$ cat src/design/assert_macros.svh
// ----------------------------------------------------------------------------
// assert_macros.svh
// shared concurrent assertion macros for the pulse meter rtl
// ----------------------------------------------------------------------------
`ifndef ASSERT_MACROS_SVH
`define ASSERT_MACROS_SVH

// same-cycle implication, disabled during reset
`define ASSERT_IMP(lbl, clk, rst_n, ante, cons) \
	lbl: assert property (@(posedge clk) disable iff (!rst_n) (ante) |-> (cons)) \
		else $error("implication check failed");

// next-cycle implication, disabled during reset
`define ASSERT_NXT(lbl, clk, rst_n, ante, cons) \
	lbl: assert property (@(posedge clk) disable iff (!rst_n) (ante) |=> (cons)) \
		else $error("next-cycle check failed");

`endif

$ cat src/design/pdrm_pkg.sv
// ----------------------------------------------------------------------------
// pdrm_pkg
// shared types, constants and register map of the pulse rate / duty meter
// ----------------------------------------------------------------------------
package pdrm_pkg;

	// counter and field widths
	localparam int CNT_W    = 16;
	localparam int LIMIT_W  = 16;
	localparam int RATE_W   = 16;
	localparam int DUTY_W   = 11;
	localparam int SCALE_W  = 11;
	localparam int OFS_W    = 8;
	localparam int PROD_W   = CNT_W + SCALE_W;
	localparam int SUM_W    = CNT_W + 1;
	localparam int REM_W    = SUM_W + 1;
	localparam int QUO_W    = SCALE_W;
	localparam int DIV_STEPS = QUO_W;
	localparam int STEP_W   = $clog2(DIV_STEPS);

	// bus widths
	localparam int PADDR_W  = 5;
	localparam int PDATA_W  = 32;
	localparam int IN_TDATA_W  = 8;
	localparam int OUT_TDATA_W = 32;

	// register indexes (paddr[4:2])
	localparam logic [2:0] REG_MODE    = 3'd0;
	localparam logic [2:0] REG_PHASE   = 3'd1;
	localparam logic [2:0] REG_SILENCE = 3'd2;
	localparam logic [2:0] REG_WINDOW  = 3'd3;
	localparam logic [2:0] REG_SCALE   = 3'd4;
	localparam logic [2:0] REG_OFFSET  = 3'd5;

	// reset values
	localparam logic [LIMIT_W-1:0] PHASE_LIMIT_RST   = 16'd60000;
	localparam logic [LIMIT_W-1:0] SILENCE_LIMIT_RST = 16'd15000;
	localparam logic [LIMIT_W-1:0] WINDOW_TICKS_RST  = 16'd999;
	localparam logic [SCALE_W-1:0] DUTY_SCALE_RST    = 11'd1100;
	localparam logic [OFS_W-1:0]   DUTY_OFFSET_RST   = 8'd25;

	// item kinds
	localparam logic ITEM_TICK = 1'b0;
	localparam logic ITEM_EDGE = 1'b1;
	localparam logic MODE_PULSE = 1'b0;
	localparam logic MODE_CYCLE = 1'b1;

	typedef struct packed {
		logic               measure_mode;
		logic [LIMIT_W-1:0] phase_limit;
		logic [LIMIT_W-1:0] silence_limit;
		logic [LIMIT_W-1:0] window_ticks;
		logic [SCALE_W-1:0] duty_scale;
		logic [OFS_W-1:0]   duty_offset;
	} cfg_t;

	typedef enum logic [2:0] {
		ST_IDLE,
		ST_MUL,
		ST_LOAD,
		ST_DIV,
		ST_FIN,
		ST_EMIT
	} state_t;

	// controller to datapath
	typedef struct packed {
		logic load;      // input transaction taken, apply tick or edge
		logic mul;       // register product and phase sum
		logic div_init;  // seed the divider
		logic div_step;  // one restoring division step
		logic fin;       // apply offset and clamp, update duty latch
		logic emit;      // load output register
	} ctl_cmd_t;

	// datapath to controller
	typedef struct packed {
		logic duty_edge; // current input is a falling edge in cycle mode
		logic sum_zero;  // high plus low phase is zero
	} ctl_stat_t;

endpackage

$ cat src/design/pdrm_regs.sv
// ----------------------------------------------------------------------------
// pdrm_regs
// apb configuration register file
// ----------------------------------------------------------------------------
module pdrm_regs (
	input  logic                         clk,
	input  logic                         arst_n,
	input  logic                         psel,
	input  logic                         penable,
	input  logic                         pwrite,
	input  logic [pdrm_pkg::PADDR_W-1:0] paddr,
	input  logic [pdrm_pkg::PDATA_W-1:0] pwdata,
	output logic [pdrm_pkg::PDATA_W-1:0] prdata,
	output logic                         pready,
	output pdrm_pkg::cfg_t               cfg
);
	import pdrm_pkg::*;

	cfg_t       cfg_q;
	logic [2:0] idx;
	logic       wr_en;

	assign idx    = paddr[4:2];
	assign wr_en  = psel && penable && pwrite;
	assign pready = 1'b1;
	assign cfg    = cfg_q;

	// register writes
	always_ff @(posedge clk or negedge arst_n) begin
		if (!arst_n) begin
			cfg_q.measure_mode  <= MODE_PULSE;
			cfg_q.phase_limit   <= PHASE_LIMIT_RST;
			cfg_q.silence_limit <= SILENCE_LIMIT_RST;
			cfg_q.window_ticks  <= WINDOW_TICKS_RST;
			cfg_q.duty_scale    <= DUTY_SCALE_RST;
			cfg_q.duty_offset   <= DUTY_OFFSET_RST;
		end else if (wr_en) begin
			unique case (idx)
				REG_MODE:    cfg_q.measure_mode  <= pwdata[0];
				REG_PHASE:   cfg_q.phase_limit   <= pwdata[LIMIT_W-1:0];
				REG_SILENCE: cfg_q.silence_limit <= pwdata[LIMIT_W-1:0];
				REG_WINDOW:  cfg_q.window_ticks  <= pwdata[LIMIT_W-1:0];
				REG_SCALE:   cfg_q.duty_scale    <= pwdata[SCALE_W-1:0];
				REG_OFFSET:  cfg_q.duty_offset   <= pwdata[OFS_W-1:0];
				default: ;
			endcase
		end
	end

	// read mux
	always_comb begin
		prdata = '0;
		unique case (idx)
			REG_MODE:    prdata = {{(PDATA_W-1){1'b0}}, cfg_q.measure_mode};
			REG_PHASE:   prdata = {{(PDATA_W-LIMIT_W){1'b0}}, cfg_q.phase_limit};
			REG_SILENCE: prdata = {{(PDATA_W-LIMIT_W){1'b0}}, cfg_q.silence_limit};
			REG_WINDOW:  prdata = {{(PDATA_W-LIMIT_W){1'b0}}, cfg_q.window_ticks};
			REG_SCALE:   prdata = {{(PDATA_W-SCALE_W){1'b0}}, cfg_q.duty_scale};
			REG_OFFSET:  prdata = {{(PDATA_W-OFS_W){1'b0}}, cfg_q.duty_offset};
			default:     prdata = '0;
		endcase
	end

endmodule

$ cat src/design/pdrm_ctrl.sv
// ----------------------------------------------------------------------------
// pdrm_ctrl
// sequencing state machine: item intake, multiply, serial divide, result out
// ----------------------------------------------------------------------------
`include "assert_macros.svh"

module pdrm_ctrl (
	input  logic                clk,
	input  logic                arst_n,
	input  logic                in_valid,
	output logic                in_ready,
	output logic                out_valid,
	input  logic                out_ready,
	input  pdrm_pkg::ctl_stat_t stat,
	output pdrm_pkg::ctl_cmd_t  cmd
);
	import pdrm_pkg::*;

	state_t            state_q;
	state_t            state_d;
	logic [STEP_W-1:0] step_q;
	logic              out_valid_q;
	logic              out_free;
	logic              accept;
	logic              last_step;

	assign out_free  = !out_valid_q || out_ready;
	assign accept    = in_valid && (state_q == ST_IDLE);
	assign last_step = (step_q == STEP_W'(DIV_STEPS - 1));
	assign in_ready  = (state_q == ST_IDLE);
	assign out_valid = out_valid_q;

	// next state
	always_comb begin
		state_d = state_q;
		unique case (state_q)
			ST_IDLE: if (in_valid) begin
				state_d = stat.duty_edge ? ST_MUL : ST_EMIT;
			end
			ST_MUL:  state_d = stat.sum_zero ? ST_EMIT : ST_LOAD;
			ST_LOAD: state_d = ST_DIV;
			ST_DIV:  if (last_step) begin
				state_d = ST_FIN;
			end
			ST_FIN:  state_d = ST_EMIT;
			ST_EMIT: if (out_free) begin
				state_d = ST_IDLE;
			end
			default: state_d = ST_IDLE;
		endcase
	end

	// command outputs
	always_comb begin
		cmd          = '0;
		cmd.load     = accept;
		cmd.mul      = (state_q == ST_MUL);
		cmd.div_init = (state_q == ST_LOAD);
		cmd.div_step = (state_q == ST_DIV);
		cmd.fin      = (state_q == ST_FIN);
		cmd.emit     = (state_q == ST_EMIT) && out_free;
	end

	// state, step counter and output valid
	always_ff @(posedge clk or negedge arst_n) begin
		if (!arst_n) begin
			state_q     <= ST_IDLE;
			step_q      <= '0;
			out_valid_q <= 1'b0;
		end else begin
			state_q <= state_d;
			if (state_q == ST_LOAD) begin
				step_q <= '0;
			end else if (state_q == ST_DIV) begin
				step_q <= step_q + 1'b1;
			end
			if (cmd.emit) begin
				out_valid_q <= 1'b1;
			end else if (out_ready) begin
				out_valid_q <= 1'b0;
			end
		end
	end

	`ASSERT_NXT(a_plain_item_to_emit, clk, arst_n, accept && !stat.duty_edge, state_q == ST_EMIT)
	`ASSERT_IMP(a_step_in_range, clk, arst_n, state_q == ST_DIV, step_q < STEP_W'(DIV_STEPS))
	`ASSERT_NXT(a_emit_sets_valid, clk, arst_n, cmd.emit, out_valid_q)

endmodule

$ cat src/design/pdrm_dp.sv
// ----------------------------------------------------------------------------
// pdrm_dp
// measurement datapath: tick counters, latches, multiplier and serial divider
// ----------------------------------------------------------------------------
`include "assert_macros.svh"

module pdrm_dp (
	input  logic                             clk,
	input  logic                             arst_n,
	input  pdrm_pkg::cfg_t                   cfg,
	input  pdrm_pkg::ctl_cmd_t               cmd,
	output pdrm_pkg::ctl_stat_t              stat,
	input  logic                             in_cmd,
	input  logic                             in_level,
	output logic [pdrm_pkg::RATE_W-1:0]      out_rate,
	output logic [pdrm_pkg::DUTY_W-1:0]      out_duty
);
	import pdrm_pkg::*;

	// measurement state
	logic [CNT_W-1:0]  phase_ticks_q;
	logic [CNT_W-1:0]  silence_ticks_q;
	logic [CNT_W-1:0]  window_count_q;
	logic [RATE_W-1:0] edge_count_q;
	logic [CNT_W-1:0]  low_phase_q;
	logic [CNT_W-1:0]  high_phase_q;
	logic [RATE_W-1:0] rate_latch_q;
	logic [DUTY_W-1:0] duty_latch_q;

	// divider state
	logic [PROD_W-1:0] prod_q;
	logic [SUM_W-1:0]  sum_q;
	logic [SUM_W-1:0]  rem_q;
	logic [QUO_W-1:0]  quo_q;

	// output register
	logic [RATE_W-1:0] out_rate_q;
	logic [DUTY_W-1:0] out_duty_q;

	logic [CNT_W-1:0]  ph_inc;
	logic [CNT_W-1:0]  si_inc;
	logic [CNT_W-1:0]  wi_inc;
	logic              ph_over;
	logic              si_over;
	logic              win_hit;
	logic [REM_W-1:0]  rem_sh;
	logic [REM_W-1:0]  rem_sub;
	logic              q_bit;
	logic [DUTY_W-1:0] duty_fin;
	logic              tick_load;
	logic              edge_load;

	// tick counter increments and limit checks
	assign ph_inc  = phase_ticks_q + 1'b1;
	assign si_inc  = silence_ticks_q + 1'b1;
	assign wi_inc  = window_count_q + 1'b1;
	assign ph_over = ph_inc > cfg.phase_limit;
	assign si_over = si_inc > cfg.silence_limit;
	assign win_hit = wi_inc >= cfg.window_ticks;

	// kind of the transaction being applied
	assign tick_load = cmd.load && (in_cmd == ITEM_TICK);
	assign edge_load = cmd.load && (in_cmd == ITEM_EDGE);

	// status to the controller
	assign stat.duty_edge = (in_cmd == ITEM_EDGE) && !in_level
		&& (cfg.measure_mode == MODE_CYCLE);
	assign stat.sum_zero  = (high_phase_q == '0) && (low_phase_q == '0);

	// restoring division step
	assign rem_sh  = {rem_q, quo_q[QUO_W-1]};
	assign rem_sub = rem_sh - {1'b0, sum_q};
	assign q_bit   = !rem_sub[REM_W-1];

	// offset and clamp on the quotient
	assign duty_fin = (quo_q > {{(QUO_W-OFS_W){1'b0}}, cfg.duty_offset})
		? DUTY_W'(quo_q - {{(QUO_W-OFS_W){1'b0}}, cfg.duty_offset}) : '0;

	// tick and edge updates, duty latch update
	always_ff @(posedge clk or negedge arst_n) begin
		if (!arst_n) begin
			phase_ticks_q   <= '0;
			silence_ticks_q <= '0;
			window_count_q  <= '0;
			edge_count_q    <= '0;
			low_phase_q     <= '0;
			high_phase_q    <= '0;
			rate_latch_q    <= '0;
			duty_latch_q    <= '0;
		end else if (cmd.load) begin
			if (in_cmd == ITEM_TICK) begin
				phase_ticks_q   <= ph_over ? '0 : ph_inc;
				silence_ticks_q <= si_over ? '0 : si_inc;
				if (ph_over || si_over) begin
					duty_latch_q <= '0;
				end
				if (win_hit) begin
					rate_latch_q   <= edge_count_q;
					edge_count_q   <= '0;
					window_count_q <= '0;
				end else begin
					window_count_q <= wi_inc;
					if (si_over) begin
						rate_latch_q <= '0;
					end
				end
			end else begin
				silence_ticks_q <= '0;
				if (cfg.measure_mode == MODE_PULSE) begin
					if (edge_count_q != '1) begin
						edge_count_q <= edge_count_q + 1'b1;
					end
				end else if (in_level) begin
					low_phase_q   <= phase_ticks_q;
					phase_ticks_q <= '0;
				end else begin
					high_phase_q  <= phase_ticks_q;
					phase_ticks_q <= '0;
				end
			end
		end else if (cmd.fin) begin
			duty_latch_q <= duty_fin;
		end
	end

	// multiplier and serial divider
	always_ff @(posedge clk) begin
		if (cmd.mul) begin
			prod_q <= PROD_W'(high_phase_q) * PROD_W'(cfg.duty_scale);
			sum_q  <= SUM_W'(high_phase_q) + SUM_W'(low_phase_q);
		end
		if (cmd.div_init) begin
			rem_q <= SUM_W'(prod_q[PROD_W-1:QUO_W]);
			quo_q <= prod_q[QUO_W-1:0];
		end else if (cmd.div_step) begin
			rem_q <= q_bit ? rem_sub[SUM_W-1:0] : rem_sh[SUM_W-1:0];
			quo_q <= {quo_q[QUO_W-2:0], q_bit};
		end
	end

	// output register
	always_ff @(posedge clk) begin
		if (cmd.emit) begin
			out_rate_q <= rate_latch_q;
			out_duty_q <= duty_latch_q;
		end
	end

	assign out_rate = out_rate_q;
	assign out_duty = out_duty_q;

	`ASSERT_IMP(a_rem_below_sum, clk, arst_n, cmd.div_step, rem_q < sum_q)
	`ASSERT_NXT(a_edge_clears_silence, clk, arst_n, edge_load, silence_ticks_q == '0)
	`ASSERT_NXT(a_phase_within_limit, clk, arst_n, tick_load, phase_ticks_q <= $past(cfg.phase_limit))

endmodule

$ cat src/design/pwm_duty_and_pulse_rate_meter.sv
// ----------------------------------------------------------------------------
// pwm_duty_and_pulse_rate_meter
// pulse rate and duty cycle meter driven by tick and edge transactions
// ----------------------------------------------------------------------------
// Each input transaction (a timer tick or a signal edge) yields exactly one
// output transaction carrying the latched pulse rate and duty value. Ticks,
// rising edges and all edges in pulse mode are applied when taken, then the
// output register is loaded once free. A falling edge in cycle mode runs a
// 16x11 multiply, a divider seed step, 11 steps of the restoring divider and
// the offset/clamp step; a zero phase sum skips the divide. Only one item is
// in flight at a time; the output register lets a new item be taken while
// the previous result waits on m_axis_tready.
// ----------------------------------------------------------------------------
module pwm_duty_and_pulse_rate_meter (
	input  logic                             clk,
	input  logic                             arst_n,
	// input stream
	input  logic                             s_axis_tvalid,
	output logic                             s_axis_tready,
	input  logic [pdrm_pkg::IN_TDATA_W-1:0]  s_axis_tdata,  // [0] pin_level
	input  logic                             s_axis_tuser,  // [0] cmd
	// output stream
	output logic                             m_axis_tvalid,
	input  logic                             m_axis_tready,
	output logic [pdrm_pkg::OUT_TDATA_W-1:0] m_axis_tdata,  // [15:0] pulse_rate, [26:16] duty_value
	// configuration
	input  logic                             psel,
	input  logic                             penable,
	input  logic                             pwrite,
	input  logic [pdrm_pkg::PADDR_W-1:0]     paddr,
	input  logic [pdrm_pkg::PDATA_W-1:0]     pwdata,
	output logic [pdrm_pkg::PDATA_W-1:0]     prdata,
	output logic                             pready
);
	import pdrm_pkg::*;

	cfg_t              cfg;
	ctl_cmd_t          cmd;
	ctl_stat_t         stat;
	logic [RATE_W-1:0] out_rate;
	logic [DUTY_W-1:0] out_duty;

	pdrm_regs u_regs (
		.clk     (clk),
		.arst_n  (arst_n),
		.psel    (psel),
		.penable (penable),
		.pwrite  (pwrite),
		.paddr   (paddr),
		.pwdata  (pwdata),
		.prdata  (prdata),
		.pready  (pready),
		.cfg     (cfg)
	);

	pdrm_ctrl u_ctrl (
		.clk       (clk),
		.arst_n    (arst_n),
		.in_valid  (s_axis_tvalid),
		.in_ready  (s_axis_tready),
		.out_valid (m_axis_tvalid),
		.out_ready (m_axis_tready),
		.stat      (stat),
		.cmd       (cmd)
	);

	pdrm_dp u_dp (
		.clk      (clk),
		.arst_n   (arst_n),
		.cfg      (cfg),
		.cmd      (cmd),
		.stat     (stat),
		.in_cmd   (s_axis_tuser),
		.in_level (s_axis_tdata[0]),
		.out_rate (out_rate),
		.out_duty (out_duty)
	);

	// pack result fields, zero fill to the byte boundary
	assign m_axis_tdata = {{(OUT_TDATA_W-RATE_W-DUTY_W){1'b0}}, out_duty, out_rate};

endmodule

$ cat config.mk
export PLATFORM = sky130hd
export DESIGN_NAME = pwm_duty_and_pulse_rate_meter
export DESIGN_NICKNAME = d
export VERILOG_FILES = /design/src/design/pdrm_pkg.sv /design/src/design/pdrm_regs.sv /design/src/design/pdrm_ctrl.sv /design/src/design/pdrm_dp.sv /design/src/design/pwm_duty_and_pulse_rate_meter.sv
export VERILOG_INCLUDE_DIRS = /design/src /design/src/design
export SDC_FILE = /design/constraint.sdc
export NUM_CORES = 1
export LEC_CHECK = 0
export BUFFER_PORTS_ARGS = -buffer_cell sky130_fd_sc_hd__buf_2
export CELL_PAD_IN_SITES_DETAIL_PLACEMENT = 1
export CELL_PAD_IN_SITES_GLOBAL_PLACEMENT = 1
export CORE_MARGIN = 2
export CORE_UTILIZATION = 50
export CTS_CLUSTER_SIZE = 40
export DETAILED_ROUTE_END_ITERATION = 8
export GPL_ROUTABILITY_DRIVEN = 1
export HOLD_SLACK_MARGIN = 0.03
export PLACE_DENSITY = 0.89
export SLEW_MARGIN = 10
export SYNTH_ARGS = -nofsm -noshare
export SYNTH_HDL_FRONTEND = slang
export SYNTH_SLANG_ARGS = --single-unit
export TNS_END_PERCENT = 50
$ cat constraint.sdc
create_clock -name clk -period 7.42 [get_ports clk]
set_clock_uncertainty 0.15 [all_clocks]
set_input_delay 1.113 -clock clk [delete_from_list [all_inputs] [get_ports clk]]
set_output_delay 1.113 -clock clk [all_outputs]
set_load 0.05 [all_outputs]
==> results.cfg <==
[outcome]
status = finished clean

[logic_synthesis]
synth-edff-count = 98
syn_area_um2 = 21700
synth_ff_type = dfrtp_1
ys_ff_latch = 298
synthDistinctLibCells = 79
seq_area_frac_synth_pct = 36.8
synth.yosys.warnings = 0
async_flop_share_pct = 66.8
syn_inst = 2191
syn_area_per_cell_um2 = 9.90

[timing]
setup_ws_ns = 0.488
maxSlewHeadroom_pct = 23.0
period_share_pct = 93.4
finalMaxSlewViolations = 0
hold_viol_final = 0
min_period_ns = 6.93
tns_ns = 0
fmax_ghz = 0.144
setup_violations = 0
worstMarginPinSlew_ns = 1.15
rsz0062_at_grt = false

[clocking]
cts_tree = yes
post-cts-setup-buffer-count = 0
cts-root-buf = clkbuf_16
clk_pin_slew_worst_paths_ns = 0.07
h-tree-depth = 2
clock_latency_ns = 0.55
numClockSinks = 298
hold_buffers = 0
clk_path_buf_depth = 3
cts_resized = 0
cts_made_buffers = 35

[cells_and_area]
nFillCells = 4779
diodes = 0
stdcell_count = 2833
drive_above_1_share_pct = 11.0
layout.nets = 2562
area_growth_pct = 9.34

[floorplan]
core_area_um2 = 43000
die_x_um = 212
io_pins = 120
num_rows = 76
die_area_um2 = 45100
start_util_pct = 50.5
die_h_um = 212

[power_and_ir_drop]
p_per_area_nw_per_um2 = 311
ir_drop_v = 0.000211
p_leak_nw = 11.6

[critical_path]
crit_path_top_delay_cell = dfrtp_1
cpPeakStageDelay_ns = 0.89
crit_path_start_kind = flop
crit_required_ns = 7.55
critPathKind = reg -> reg
cp.arrival_ns = 7.06
setup.worst_path.end_class = flop
cp_common_cell = inv_1
path_cells = nand2_1 -> fa_1 -> inv_1 -> ha_1 -> inv_1 -> fa_1 -> inv_1 -> fa_1 -> inv_1 -> fa_1 -> inv_1 -> ha_1 -> inv_1 -> a21oi_1 -> nand4_1 -> o21ai_0 -> a21oi_1 -> o221ai_1 -> a21oi_1 -> xnor2_1
cp_max_fo = 18

[routing]
drc = 0
drt-pass1-iter-count = 7
drt-initial-drc-count = 1383
routed_wl_um = 68700
num_vias = 17400
avgViaCountPerCell = 6.14
routedWlPerCell_um = 24.3
antenna_left = 0

[global_routing]
antenna_found_initial = 0
grt_pass1_wl_um = 108000
grt_max_degree = 82
grt_usage_pct = 30.8
grt_overflow = 0
grt_pass1_vias = 19400

[flow_run]
max-cap-violations = 0

[placed_design]
dp_cells = 2769
hpwl_um = 45900
portBuffers = 72
dpl_worst_slack_ns = 0.879
gp_congestion = 0.862

[worst_hold_path]
min_path_type = reg -> reg
## cell families (layout without fill, tap and decap cells)
kind of cell             count (synthesis)  count (layout)  share of synthesized area (%)
AND/OR/NAND/NOR                        653             653                           14.7
AO/OA/AOI/OAI                          414             414                           12.7
buffers and inverters                  358             395                           6.79
flip-flops                             298             298                           36.8
adder cells (fa/ha/maj)                288             288                           21.0
XOR/XNOR                               113             113                           4.68
multiplexers                            65              65                           3.30
other                                    2              22                         0.0346
## through the flow
| step | utilization (%) | power, W | hold WS (ns) | area [um2] |
|---|---|---|---|---|
| after floorplan | - | 0.00449 | 0.275 | 21800 |
| after global placement | 52.2 | 0.00507 | 0.286 | 22400 |
| after detailed placement | 52.2 | 0.00529 | 0.286 | 22400 |
| after CTS | 55.2 | 0.00736 | 0.310 | 23700 |
| after global routing | 55.2 | 0.00771 | 0.323 | 23700 |
| final | 55.2 | 0.00739 | 0.310 | 23700 |
## critical path, delay by kind of cell, from the launching register on
kind                       cells  cell delay, ns
and+or+nand+nor                2            0.49
adders and majority gates      6            2.88
AOI/OAI and AO/OA              5            1.71
DFF                            1            0.89
buffers and inverters          6            0.39
xor gates and xnor gates       1            0.15
## layout by cell type (no fill, tap or decap), drive strengths merged, types with 5 or more instances in the layout
master	netlist	layout
nor4	11	11
o31ai	6	6
clkinv	0	5
o2bb2ai	10	10
edfxtp	98	98
a31oi	30	30
nor2	88	88
dfstp	29	29
a21oi	72	72
nor3	15	15
conb	2	22
nand4	19	19
a21o	46	46
dfrtp	170	170
ha	160	160
buf	41	84
and3	38	38
fa	128	128
nand2b	30	30
inv	246	250
nor3b	8	8
o21a	12	12
mux2i	13	13
nand2	256	256
mux2	52	52
clkbuf	71	49
nand3	46	46
a221oi	13	13
a22oi	10	10
a211o	6	6
o21ai	128	128
xor2	50	50
o21bai	5	5
xnor2	63	63
and2	95	95
nor2b	29	29
a22o	43	43
bufinv	0	5
## area by class of cell
type	count	area, um2	area share (%)
well taps	585	732	3.09
clock buffers	48	1040	4.37
multi-input cells	1555	12300	52.0
flip-flops and latches	298	7980	33.6
inverters	246	923	3.89
repair buffers	85	467	1.97
clock inverters	16	248	1.04
## sequential cells by signal, indices dropped and copies added (netlist names)
register / cells
u_ctrl.step_q: 4
u_dp.quo_q: 11
u_ctrl.out_valid: 1
u_dp.out_duty: 11
u_dp.window_count_q: 16
u_dp.edge_count_q: 16
u_dp.prod_q: 27
u_regs.cfg: 68
u_ctrl.state_q: 3
u_dp.sum_q: 17
u_dp.phase_ticks_q: 16
u_dp.low_phase_q: 16
u_dp.high_phase_q: 16
u_dp.rem_q: 17
u_dp.rate_latch_q: 16
u_dp.silence_ticks_q: 16
u_dp.duty_latch_q: 11
u_dp.out_rate: 16
## synth_stat cells, drive strengths merged (4+ instances only)
library cell / instances / area, um2
nor2: 88 / 330
xnor2: 63 / 571
o21a: 12 / 90.1
mux2: 52 / 586
clkbuf: 71 / 268
and2: 95 / 594
a22oi: 10 / 75.1
and3: 38 / 238
nand4: 19 / 119
nor3: 15 / 80.1
a221oi: 13 / 126
dfstp: 29 / 762
ha: 160 / 2000
a22o: 43 / 377
buf: 41 / 282
o21ai: 128 / 644
inv: 246 / 923
nand2b: 30 / 188
nor4: 11 / 68.8
a31oi: 30 / 209
a21boi: 4 / 30.0
o31ai: 6 / 50.1
a21o: 46 / 345
nand2: 256 / 961
mux2i: 13 / 130
nor3b: 8 / 65.1
a211o: 6 / 52.6
o22ai: 4 / 25.0
or2: 4 / 25.0
o2bb2ai: 10 / 87.6
nor2b: 29 / 181
xor2: 50 / 445
fa: 128 / 2560
o21bai: 5 / 37.5
a21oi: 72 / 364
or3: 4 / 25.0
edfxtp: 98 / 2940
dfrtp: 170 / 4250
nand3: 46 / 230
## final timing paths
kind	startpoint	end	slack [ns]	cells after the start
worst max-delay path	u_regs.cfg[15]	u_dp.prod_q[26]	0.49	20
worst max register to register	u_regs.cfg[15]	u_dp.prod_q[26]	0.49	20
min in group asynchronous	arst_n	u_dp.rate_latch_q[8]	0.46	1
worst min-delay path	u_dp.rate_latch_q[1]	u_dp.out_rate[1]	0.31	0
worst min register to register	u_dp.rate_latch_q[1]	u_dp.out_rate[1]	0.31	0
max in group asynchronous	arst_n	u_dp.high_phase_q[10]	5.30	2
## routing by layer
metal	GRT usage (%)	part of all wire (%)
met5	0	0
met4	16.5	5.5
met3	5.29	6.0
met2	53.5	50
met1	36.7	38
## power breakdown
part           switching (W)  internal (W)
clock network       0.000774       0.00117
registers           0.000386       0.00223
logic                0.00184      0.000985
total                0.00300       0.00439
Note: power is estimated with default switching activity, not from simulation.
